### config.mk
export PLATFORM = sky130hd
export DESIGN_NAME = adaptive_chunk_rate_throttle
export DESIGN_NICKNAME = d
export VERILOG_FILES = /design/src/rtl/acrt_pkg.sv /design/src/rtl/acrt_cfg_regs.sv /design/src/rtl/acrt_divider.sv /design/src/rtl/adaptive_chunk_rate_throttle.sv
export SDC_FILE = /design/constraint.sdc
export NUM_CORES = 2
export LEC_CHECK = 0
export ABC_AREA = 0
export BUFFER_PORTS_ARGS = -buffer_cell sky130_fd_sc_hd__buf_2
export CAP_MARGIN = 5
export CELL_PAD_IN_SITES_DETAIL_PLACEMENT = 0
export CELL_PAD_IN_SITES_GLOBAL_PLACEMENT = 1
export CORE_ASPECT_RATIO = 2
export CORE_MARGIN = 2
export CORE_UTILIZATION = 40
export DETAILED_ROUTE_END_ITERATION = 8
export GPL_ROUTABILITY_DRIVEN = 0
export PLACE_DENSITY = 0.8
export SETUP_SLACK_MARGIN = 0.1
export SYNTH_ARGS = -nofsm -noshare
export SYNTH_HDL_FRONTEND = slang
export SYNTH_SLANG_ARGS = --single-unit
### constraint.sdc
create_clock -name i_clk -period 11.3 [get_ports i_clk]
set_input_delay 2.825 -clock i_clk [delete_from_list [all_inputs] [get_ports i_clk]]
set_output_delay 2.825 -clock i_clk [all_outputs]
set_load 0.02 [all_outputs]
### src/rtl/acrt_pkg.sv
// ----------------------------------------------------------------------------
// acrt_pkg: shared types and constants for the adaptive chunk rate throttle
// Widths, register codes, reset values and the register file bundle.
// ----------------------------------------------------------------------------
package acrt_pkg;

    localparam int CW        = 48;              // count / time / wait width
    localparam int CHUNK_W   = 31;              // chunk size width
    localparam int RATE_W    = 32;              // rate and threshold width
    localparam int SUM_W     = CW + 1;          // total + chunk
    localparam int USEC_W    = 20;              // width of one million
    localparam int NUM_W     = SUM_W + USEC_W;  // scaled dividend and quotient
    localparam int CNT_W     = $clog2(NUM_W);   // divide step counter
    localparam int DIFF_W    = NUM_W + 1;       // signed quotient minus elapsed
    localparam int IDX_W     = 3;               // register index width

    localparam logic [USEC_W-1:0] USEC_PER_SEC = USEC_W'(1000000);

    // Register indexes
    localparam logic [IDX_W-1:0] REG_RATE_LIMIT = 3'd0;
    localparam logic [IDX_W-1:0] REG_LOW_WAIT   = 3'd1;
    localparam logic [IDX_W-1:0] REG_HIGH_WAIT  = 3'd2;
    localparam logic [IDX_W-1:0] REG_SMALLEST   = 3'd3;
    localparam logic [IDX_W-1:0] REG_LARGEST    = 3'd4;
    localparam logic [IDX_W-1:0] REG_NORMAL     = 3'd5;

    // Reset values
    localparam logic [RATE_W-1:0]  RST_RATE_LIMIT = 32'd0;
    localparam logic [RATE_W-1:0]  RST_LOW_WAIT   = 32'd10000;
    localparam logic [RATE_W-1:0]  RST_HIGH_WAIT  = 32'd2000000;
    localparam logic [CHUNK_W-1:0] RST_SMALLEST   = 31'd4096;
    localparam logic [CHUNK_W-1:0] RST_LARGEST    = 31'd1048576;
    localparam logic [CHUNK_W-1:0] RST_NORMAL     = 31'd65536;

    typedef struct packed {
        logic [RATE_W-1:0]  rate_limit;
        logic [RATE_W-1:0]  low_wait;
        logic [RATE_W-1:0]  high_wait;
        logic [CHUNK_W-1:0] smallest;
        logic [CHUNK_W-1:0] largest;
        logic [CHUNK_W-1:0] normal;
    } t_cfg;

endpackage

### src/rtl/acrt_cfg_regs.sv
// ----------------------------------------------------------------------------
// acrt_cfg_regs: configuration register file
// Takes indexed writes and presents all registers as one bundle.
// ----------------------------------------------------------------------------
module acrt_cfg_regs
    import acrt_pkg::*;
(
    input  logic                 i_clk,
    input  logic                 i_rst_n,
    input  logic                 i_cfg_valid,
    output logic                 o_cfg_ready,
    input  logic [IDX_W-1:0]     i_cfg_index,
    input  logic [RATE_W-1:0]    i_cfg_data,
    output t_cfg                 o_cfg
);

    t_cfg r_cfg;

    assign o_cfg_ready = 1'b1;
    assign o_cfg       = r_cfg;

    always_ff @(posedge i_clk) begin
        if (!i_rst_n) begin
            r_cfg.rate_limit <= RST_RATE_LIMIT;
            r_cfg.low_wait   <= RST_LOW_WAIT;
            r_cfg.high_wait  <= RST_HIGH_WAIT;
            r_cfg.smallest   <= RST_SMALLEST;
            r_cfg.largest    <= RST_LARGEST;
            r_cfg.normal     <= RST_NORMAL;
        end else if (i_cfg_valid) begin
            case (i_cfg_index)
                REG_RATE_LIMIT: r_cfg.rate_limit <= i_cfg_data;
                REG_LOW_WAIT:   r_cfg.low_wait   <= i_cfg_data;
                REG_HIGH_WAIT:  r_cfg.high_wait  <= i_cfg_data;
                REG_SMALLEST:   r_cfg.smallest   <= i_cfg_data[CHUNK_W-1:0];
                REG_LARGEST:    r_cfg.largest    <= i_cfg_data[CHUNK_W-1:0];
                REG_NORMAL:     r_cfg.normal     <= i_cfg_data[CHUNK_W-1:0];
                default: ;
            endcase
        end
    end

endmodule

### src/rtl/acrt_divider.sv
// ----------------------------------------------------------------------------
// acrt_divider: shared radix-2 restoring divider
// Scales the byte sum by one million on start, then retires one quotient
// bit per cycle against the rate.
// ----------------------------------------------------------------------------
module acrt_divider
    import acrt_pkg::*;
(
    input  logic               i_clk,
    input  logic               i_rst_n,
    input  logic               i_start,
    input  logic [SUM_W-1:0]   i_sum,
    input  logic [RATE_W-1:0]  i_divisor,
    output logic               o_done,
    output logic [NUM_W-1:0]   o_quot
);

    logic [NUM_W-1:0]  r_num;   // dividend bits out at top, quotient bits in at bottom
    logic [RATE_W-1:0] r_rem;
    logic [CNT_W-1:0]  r_cnt;
    logic              r_busy;
    logic              r_done;

    logic [RATE_W:0]   n_trial;
    logic              n_ge;
    logic [RATE_W:0]   n_diff;

    always_comb begin
        n_trial = {r_rem, r_num[NUM_W-1]};
        n_ge    = (n_trial >= {1'b0, i_divisor});
        n_diff  = n_trial - {1'b0, i_divisor};
    end

    always_ff @(posedge i_clk) begin
        if (!i_rst_n) begin
            r_busy <= 1'b0;
            r_done <= 1'b0;
            r_cnt  <= '0;
        end else begin
            r_done <= 1'b0;
            if (i_start) begin
                r_busy <= 1'b1;
                r_cnt  <= CNT_W'(NUM_W - 1);
            end else if (r_busy) begin
                r_cnt <= r_cnt - CNT_W'(1);
                if (r_cnt == '0) begin
                    r_busy <= 1'b0;
                    r_done <= 1'b1;
                end
            end
        end
    end

    always_ff @(posedge i_clk) begin
        if (i_start) begin
            r_num <= NUM_W'(i_sum) * NUM_W'(USEC_PER_SEC);
            r_rem <= '0;
        end else if (r_busy) begin
            r_num <= {r_num[NUM_W-2:0], n_ge};
            r_rem <= n_ge ? n_diff[RATE_W-1:0] : n_trial[RATE_W-1:0];
        end
    end

    assign o_done = r_done;
    assign o_quot = r_num;

    a_done_after_busy: assert property (@(posedge i_clk) disable iff (!i_rst_n)
        r_done |-> $past(r_busy))
        else $error("divider done without a running divide");

    a_start_idle: assert property (@(posedge i_clk) disable iff (!i_rst_n)
        i_start |-> !r_busy)
        else $error("divider restarted while busy");

    a_done_clears: assert property (@(posedge i_clk) disable iff (!i_rst_n)
        r_done |=> !r_done)
        else $error("divider done held longer than one cycle");

endmodule

### src/rtl/adaptive_chunk_rate_throttle.sv
// ----------------------------------------------------------------------------
// adaptive_chunk_rate_throttle: byte-rate throttle with adaptive chunk size
// Flow: with throttling off (rate zero or no bytes moved) a transaction goes
//   straight to the output state; otherwise it passes sum, divide, diff and
//   decide, repeated once when the wait is recomputed after a chunk update.
// The next transaction is taken only after the result is loaded, which output
//   stalls hold off; a 69-step bit-serial divide gives (total + chunk) * 1e6 / rate.
// Reset (synchronous, active low) restores register defaults and the chunk.
// ----------------------------------------------------------------------------
module adaptive_chunk_rate_throttle
    import acrt_pkg::*;
(
    input  logic                i_clk,
    input  logic                i_rst_n,
    // input stream
    input  logic                i_s_tvalid,
    output logic                o_s_tready,
    input  logic [4*CW-1:0]     i_s_tdata,   // step_bytes, sent_total, now_us, start_us
    // result stream
    output logic                o_m_tvalid,
    input  logic                i_m_tready,
    output logic [CW-1:0]       o_m_tdata,   // wait_us (signed)
    // configuration writes
    input  logic                i_cfg_valid,
    output logic                o_cfg_ready,
    input  logic [IDX_W-1:0]    i_cfg_index,
    input  logic [RATE_W-1:0]   i_cfg_data
);

    typedef enum logic [2:0] {
        S_IDLE,
        S_SUM,
        S_DIV,
        S_DIFF,
        S_DECIDE,
        S_OUT
    } t_state;

    t_cfg cfg;

    t_state             r_state;
    logic [CW-1:0]      r_total;
    logic [CW-1:0]      r_elapsed;
    logic [CHUNK_W-1:0] r_chunk;
    logic [SUM_W-1:0]   r_sum;
    logic               r_start;
    logic               r_pass;      // second computation already done
    logic               r_neg;
    logic [NUM_W-1:0]   r_mag;
    logic               r_m_valid;
    logic [CW-1:0]      r_m_data;

    logic               div_done;
    logic [NUM_W-1:0]   div_quot;

    logic [CW-1:0]      in_step;
    logic [CW-1:0]      in_total;
    logic [CW-1:0]      in_now;
    logic [CW-1:0]      in_start;
    logic [CW-1:0]      n_now;
    logic               s_accept;
    logic               m_load;
    logic [DIFF_W-1:0]  n_diff;
    logic [DIFF_W-1:0]  n_neg_diff;
    logic               n_grow;
    logic               n_shrink;
    logic [CHUNK_W:0]   n_avg_sum;
    logic [CHUNK_W-1:0] n_next;
    logic [CW-1:0]      n_wait;
    logic [CW-1:0]      n_neg_wait;

    localparam logic [CW-1:0] POS_MAX = {1'b0, {(CW-1){1'b1}}};
    localparam logic [CW-1:0] NEG_MIN = {1'b1, {(CW-1){1'b0}}};

    acrt_cfg_regs u_cfg (
        .i_clk       (i_clk),
        .i_rst_n     (i_rst_n),
        .i_cfg_valid (i_cfg_valid),
        .o_cfg_ready (o_cfg_ready),
        .i_cfg_index (i_cfg_index),
        .i_cfg_data  (i_cfg_data),
        .o_cfg       (cfg)
    );

    acrt_divider u_div (
        .i_clk     (i_clk),
        .i_rst_n   (i_rst_n),
        .i_start   (r_start),
        .i_sum     (r_sum),
        .i_divisor (cfg.rate_limit),
        .o_done    (div_done),
        .o_quot    (div_quot)
    );

    assign in_step  = i_s_tdata[CW-1:0];
    assign in_total = i_s_tdata[2*CW-1:CW];
    assign in_now   = i_s_tdata[3*CW-1:2*CW];
    assign in_start = i_s_tdata[4*CW-1:3*CW];

    assign o_s_tready = (r_state == S_IDLE);
    assign s_accept   = i_s_tvalid && o_s_tready;
    // load the result register once it is empty or being drained
    assign m_load     = (r_state == S_OUT) && (!r_m_valid || i_m_tready);
    assign o_m_tvalid = r_m_valid;
    assign o_m_tdata  = r_m_data;

    always_comb begin
        // a missing clock or one behind the start counts as no time elapsed
        n_now = ((in_now == '0) || (in_start > in_now)) ? in_start : in_now;

        // signed wait = quotient - elapsed, kept as sign and magnitude
        n_diff     = {1'b0, div_quot} - DIFF_W'(r_elapsed);
        n_neg_diff = '0 - n_diff;

        // chunk adaptation from the exact, unsaturated wait
        n_grow    = r_neg || (r_mag < NUM_W'(cfg.low_wait));
        n_shrink  = !r_neg && (r_mag > NUM_W'(cfg.high_wait));
        if (n_grow) begin
            n_avg_sum = {1'b0, cfg.largest} + {1'b0, r_chunk};
        end else begin
            n_avg_sum = {1'b0, cfg.smallest} + {1'b0, r_chunk};
        end
        if (n_grow || n_shrink) begin
            n_next = n_avg_sum[CHUNK_W:1];
        end else begin
            n_next = cfg.normal;
        end
        if (n_next == '0) begin
            n_next = cfg.normal;
        end

        // saturate to the signed output range
        n_neg_wait = '0 - r_mag[CW-1:0];
        if (!r_neg) begin
            n_wait = (r_mag > NUM_W'(POS_MAX)) ? POS_MAX : r_mag[CW-1:0];
        end else begin
            n_wait = (r_mag > NUM_W'(NEG_MIN)) ? NEG_MIN : n_neg_wait;
        end
    end

    always_ff @(posedge i_clk) begin
        if (!i_rst_n) begin
            r_state   <= S_IDLE;
            r_chunk   <= RST_NORMAL;
            r_start   <= 1'b0;
            r_pass    <= 1'b0;
            r_m_valid <= 1'b0;
        end else begin
            r_start <= 1'b0;
            if (m_load) begin
                r_m_valid <= 1'b1;
            end else if (i_m_tready) begin
                r_m_valid <= 1'b0;
            end
            case (r_state)
                S_IDLE: begin
                    if (s_accept) begin
                        r_pass <= 1'b0;
                        if ((cfg.rate_limit == '0) || (in_step == '0)) begin
                            // throttling off: answer zero, leave the chunk alone
                            r_neg   <= 1'b0;
                            r_mag   <= '0;
                            r_state <= S_OUT;
                        end else begin
                            r_state <= S_SUM;
                        end
                    end
                end
                S_SUM: begin
                    r_sum   <= {1'b0, r_total} + SUM_W'(r_chunk);
                    r_start <= 1'b1;
                    r_state <= S_DIV;
                end
                S_DIV: begin
                    if (div_done) begin
                        r_state <= S_DIFF;
                    end
                end
                S_DIFF: begin
                    r_neg   <= n_diff[DIFF_W-1];
                    r_mag   <= n_diff[DIFF_W-1] ? n_neg_diff[NUM_W-1:0]
                                                : n_diff[NUM_W-1:0];
                    r_state <= S_DECIDE;
                end
                S_DECIDE: begin
                    if (!r_pass && (r_total > CW'(r_chunk))) begin
                        r_chunk <= n_next;
                        // a chunk off its default gets the wait recomputed
                        if (r_chunk != cfg.normal) begin
                            r_pass  <= 1'b1;
                            r_state <= S_SUM;
                        end else begin
                            r_state <= S_OUT;
                        end
                    end else begin
                        r_state <= S_OUT;
                    end
                end
                S_OUT: begin
                    // hold until the result register is free
                    if (m_load) begin
                        r_state <= S_IDLE;
                    end
                end
                default: r_state <= S_IDLE;
            endcase
        end
    end

    // payload registers
    always_ff @(posedge i_clk) begin
        if (s_accept) begin
            r_total   <= in_total;
            r_elapsed <= n_now - in_start;
        end
        if (m_load) begin
            r_m_data <= n_wait;
        end
    end

    a_disabled_fast: assert property (@(posedge i_clk) disable iff (!i_rst_n)
        (s_accept && ((cfg.rate_limit == '0) || (in_step == '0)))
            |=> (r_state == S_OUT))
        else $error("disabled throttle did not go straight to output");

    a_div_done_state: assert property (@(posedge i_clk) disable iff (!i_rst_n)
        div_done |-> (r_state == S_DIV))
        else $error("divide finished outside the divide state");

    a_result_from_out: assert property (@(posedge i_clk) disable iff (!i_rst_n)
        (r_m_valid && !$past(r_m_valid)) |-> $past(r_state == S_OUT))
        else $error("result presented without passing the output state");

    a_single_recompute: assert property (@(posedge i_clk) disable iff (!i_rst_n)
        (r_state == S_DECIDE && r_pass) |=> (r_state == S_OUT))
        else $error("wait recomputed more than once");

endmodule
---- Yosys cells after proc, flatten, opt, wreduce, memory -nomap -nowiden ----
Index checks and enable logic that the tools add are counted.
operators by class
  add/subtract/negate cells ............... 9
  $mul .................................... 1
  order comparisons ....................... 7
  equality and inequality tests ........... 17
  muxes and demuxes ....................... 37
  bitwise gates (word level) .............. 2
  reductions and logical operators ........ 36
operators with widths
  kind                      number
  $mux W69                  5
  $mux W48                  4
  $pmux W69 S2              1
  $logic_not A48 Y1         2
  $sub A69 B48 Y70          1
  $gt A69 B32 Y1            1
  $gt A69 B47 Y1 const B    1
  $gt A69 B48 Y1 const B    1
  $lt A69 B32 Y1            1
  $sub A1 B69 Y69 const A   1
  $add A31 B31 Y32          2
  $mux W32                  2
  $mul A49 B14 Y63 const B  1
  $mux W31                  2
  $add A48 B31 Y49          1
  $gt A48 B31 Y1            1
  $gt A48 B48 Y1            1
  $sub A1 B48 Y48 const A   1
  $sub A48 B48 Y48          1
  $ge A33 B32 Y1            1
  $logic_not A32 Y1         1
  $sub A32 B32 Y32          1
  $logic_not A31 Y1         1
  $ne A31 B31 Y1            1
  other kinds (23)          74
word-level totals
  register bits ........................... 599
  bits of input ports ..................... 232

---- Logic depth before layout (Yosys ltp) ----
  depth in word-level cells ............... 6
  gate-level depth with buffers ........... 38
  mapped depth without buffers ............ 37

---- Modules after synthesis ----
From an unflattened synthesis, not the netlist that was laid out.
unflattened totals
  cells, all modules ...................... 5768
  area, all modules ....................... 51605.7 um^2
modules (own cells, without submodules)
  module                        times used  cells each  area each (um^2)  seq. area each (um^2)
  adaptive_chunk_rate_throttle  1           3244        27507.6           8638.3
  acrt_divider                  1           1855        17137.7           2832.7
  acrt_cfg_regs                 1           669         6960.4            3783.6

---- Least setup slack after synthesis ----
No wires, ideal clock.
  path kind ............................... input-to-reg
  start ................................... input port i_s_tdata[25]
  end ..................................... register r_mag[0], enable pin
  arrival time ............................ 8841 ps
  data required time ...................... 10690 ps
  slack ................................... 1849 ps
  stages .................................. 5
  cells stage by stage .................... nor4_1 > nand4_1 > o32ai_1 > nand2_1 > a221oi_1
between the ends
  word-level cells in the longest chain between the ends .. 4
RTL lines
  item                                RTL line                             RTL
  start, declared                     adaptive_chunk_rate_throttle.sv:18   input logic [4*CW-1:0] i_s_tdata,
  $logic_not A48 Y1                   adaptive_chunk_rate_throttle.sv:159  if ((cfg.rate_limit == '0) || (in_step == '0)) begin
  $logic_or A1 B1 Y1                  adaptive_chunk_rate_throttle.sv:159
  $ne A2 B1 Y1 (no source line)       --
  $reduce_and A4 Y1 (no source line)  --
  end signal, assigned                adaptive_chunk_rate_throttle.sv:181  r_mag <= n_diff[DIFF_W-1] ? n_neg_diff[NUM_W-1:0]
  end, declared                       adaptive_chunk_rate_throttle.sv:49   logic [NUM_W-1:0] r_mag;
Every way passes these cells.
A chain may end at the register's enable or synchronous reset.

---- Worst setup path in the final report ----
  start ................................... input port i_s_tdata[97]
  end ..................................... register r_elapsed[46] (data pin)
between the ends
  word-level cells in the longest chain between the ends .. 4
  elaborated cells on any way between the ends .. 5
  classes of those cells .................. add/sub: 1; order compare: 1; mux: 1; reduce/logical: 2
RTL lines
  item                                                        RTL line                             RTL
  $gt A48 B48 Y1 / $logic_not A48 Y1 (equally long branches)  adaptive_chunk_rate_throttle.sv:109  n_now = ((in_now == '0) || (in_start > in_now)) ? in_start : in_now;
  $logic_or A1 B1 Y1                                          adaptive_chunk_rate_throttle.sv:109
  $mux W48 (*)                                                adaptive_chunk_rate_throttle.sv:109
  $sub A48 B48 Y48 (*)                                        adaptive_chunk_rate_throttle.sv:214  r_elapsed <= n_now - in_start;
  end signal, assigned                                        adaptive_chunk_rate_throttle.sv:214
  end, declared                                               adaptive_chunk_rate_throttle.sv:43   logic [CW-1:0] r_elapsed;
Every way passes the cells marked *; elsewhere a longest branch is shown, timed or not.

==> out/results.ini <==
[status]
status = completed

[drt]
first_pass_iters = 5
drc_errors = 0
via_per_inst = 5.58
wl_per_cell_um = 20.7
drt.antenna.violating_nets = 0
vias = 41300
first_iter_violations = 2382
drt-total-wl_um = 153000

[global_route]
grt_pass1_vias = 42000
antenna_found_initial = 5
grt_max_degree = 73
grt_usage_pct = 24.0
gr-total-overflow = 0
grt_pass1_wl_um = 235000

[critical_path]
worstSetupEndpointType = flop
r2r_slack_ns = 2.54
timing.rr.start = r_sum[6]
critPathSlowestCell = a311o_1
startpoint_type = primary input
cp_num_buf_inv = 3
cp_max_fo = 24
r2r_end = u_div.o_quot[67]
required_ns = 11.72
ff2ff_path_depth = 24
path_common_cell = a21oi_1
crit_family = compound AO/OA/AOI/OAI gates
criticalPathCategory = primary input to flop
crit_arrival_ns = 9.91
max_stage_delay_ns = 0.45

[yosys]
synth_area_leaders = edfxtp_1, ha_1, dfxtp_1
ys.warnings.count = 0
async_flop_share_pct = 0
synth_top_cell_by_area = edfxtp_1
ys.flop_type = edfxtp_1
yosysTopAreaCellShare_pct = 19.8
postSynthAreaPerCell_um2 = 8.84
syn_nets = 6584
synth_cells = 5588
ys_types = 96
yosys_register_bits = 599
synth_edf_count = 326
yosysMostFrequentCell = nand2_1
ys_seq_area_share_pct = 30.9
syn_area_mm2 = 0.0494
synth_commonest_cells = nand2_1, inv_1, a21oi_1

[sta]
worst_pin_slew_ns = 1.18
max_slew_margin_pct = 21.4
fmax_mhz = 105
finalCritPeriodShare_pct = 84.0
setup_viol_count_final = 0
rsz0062_at_grt = false
final-hold-violation-count = 0
post-route-min-period_ns = 9.50
clock_skew_ns = 0.0221
report.final.slew_viol_count = 0
tns_ns = 0

[finish]
multi_input_area_mm2 = 0.0313
syn2layout_area_growth_pct = 10.2
final_cells = 7392
ff_latch_area_mm2 = 0.0153
layout-drive-gt1-share_pct = 9.06
nets = 6773
fill_cells = 12000

[hold_path]
whs_endpoint = u_cfg.o_cfg[88]
hp-start = u_cfg.o_cfg[88]
worstHoldPathType = flop to flop
min_path_cells = 2

[placement]
portBuffers = 281
dp_cells = 7280
dpl.hpwl_um = 121000

[clock_network]
postCtsSetupRepairBufs = 0
clk_pin_slew_ns = 0.07
post_cts_resized = 0
cts.hold.buffers_added = 0
cts_tree = built
clock_path_buffers = 3
cts_sinks = 599
insertion_delay_ns = 0.68
root_buffer = clkbuf_16
cts_buffers = 59
h-tree-depth = 2

[die]
die_y_um = 501
die_x_um = 252
initial_core_util_pct = 40.2
io_pins = 283
row_count = 182
design.die.area_mm2 = 0.126
core_mm2 = 0.123

[job]
drv_cap = 0

[power]
powerDensity_mw_per_mm2 = 282
vdd_drop_max_v = 0.000477
power_leakage_nw = 23.0

==> area by class of cell <==
type	count	share of cell area, %
tap	1564	3.60
multi-input combinational	4200	57.4
sequential	599	28.0
antenna	2	0.00920
clock inverter	38	0.752
timing repair buffer	319	3.11
inverter	598	4.13
clock buffer	72	2.94
==> metrics by stage <==
stage                     instance area [um2]  total power, W  setup WS (ns)  hold WS (ns)  util [%]
after floorplan                         49400          0.0102           1.85         0.433         -
after global placement                  52400          0.0131           1.18         0.439      42.7
after detailed placement                52400          0.0132           1.18         0.446      42.7
after CTS                               54400          0.0154           1.88         0.455      44.3
after global routing                    54400          0.0165           1.22         0.472      44.3
final                                   54400          0.0153           1.80         0.455      44.3
==> cells by family (layout without fill, tap and decap cells) <==
family | Yosys count | after routing | synth area share (%)
adders and majority gates | 764 | 764 | 22.8
xor gates and xnor gates | 338 | 338 | 5.99
and+or+nand+nor | 1595 | 1595 | 15.2
buffers and inverters | 789 | 1027 | 6.05
DFF | 599 | 599 | 30.9
other | 1 | 3 | 0.00759
AOI/OAI and AO/OA | 1450 | 1450 | 18.0
muxes | 52 | 52 | 1.13
==> sequential cells by signal, indices dropped and copies added, names as in the netlist <==
name          cells
u_div.r_rem      32
u_div.o_quot     69
r_pass            1
u_div.o_done      1
r_start           1
u_cfg.o_cfg     189
r_total          48
u_div.r_cnt       7
r_state           3
r_sum            49
r_mag            69
r_chunk          31
o_m_tdata        48
r_neg             1
u_div.r_busy      1
r_elapsed        48
o_m_tvalid        1
==> tightest hold or removal path: cells and delay by family (launching register included) <==
family | cells | cell delay (ns)
AO/OA/AOI/OAI | 1 | 0.05
flip-flops | 1 | 0.31
AND/OR/NAND/NOR | 1 | 0.05
==> worst max-delay path by stage <==
| stage | start | to | cells past startpoint |
|---|---|---|---|
| finish | i_s_tdata[97] | r_elapsed[46] | 38 |
| global placement | i_s_tdata[97] | r_elapsed[46] | 38 |
| floorplan | i_s_tdata[25] | r_mag[0] | 5 |
| detailed placement | i_s_tdata[97] | r_elapsed[46] | 38 |
| global route | i_s_tdata[97] | r_elapsed[46] | 38 |
| CTS | i_s_tdata[97] | r_elapsed[46] | 38 |
==> layer usage <==
metal  vias to the layer above  GRT usage [%]  part of all wire (%)
li1                      19900              -                     -
met5                         -              0                 0.019
met2                      1099           44.9                    52
met4                         4           16.0                   7.7
met1                     19800           24.9                    36
met3                       384           2.47                   3.9
==> cells in the final DEF, fill, tap and decap left out, types with 145 or more instances in the layout <==
cell and instances:
a21o_1 145, edfxtp_1 326, o21ai_0 287, nor2_1 326, ha_1 539, fa_1 225
inv_1 593, dfxtp_1 271, a21oi_1 546, buf_2 281, xnor2_1 200, nand2_1 658
==> where the power goes <==
part / internal [W] / switching [W] / total [W]
registers: 0.00263 / 0.000288 / 0.00291
clock network: 0.00114 / 0.000960 / 0.00210
logic: 0.00398 / 0.00633 / 0.0103
Power figures use the tool's default switching activity.
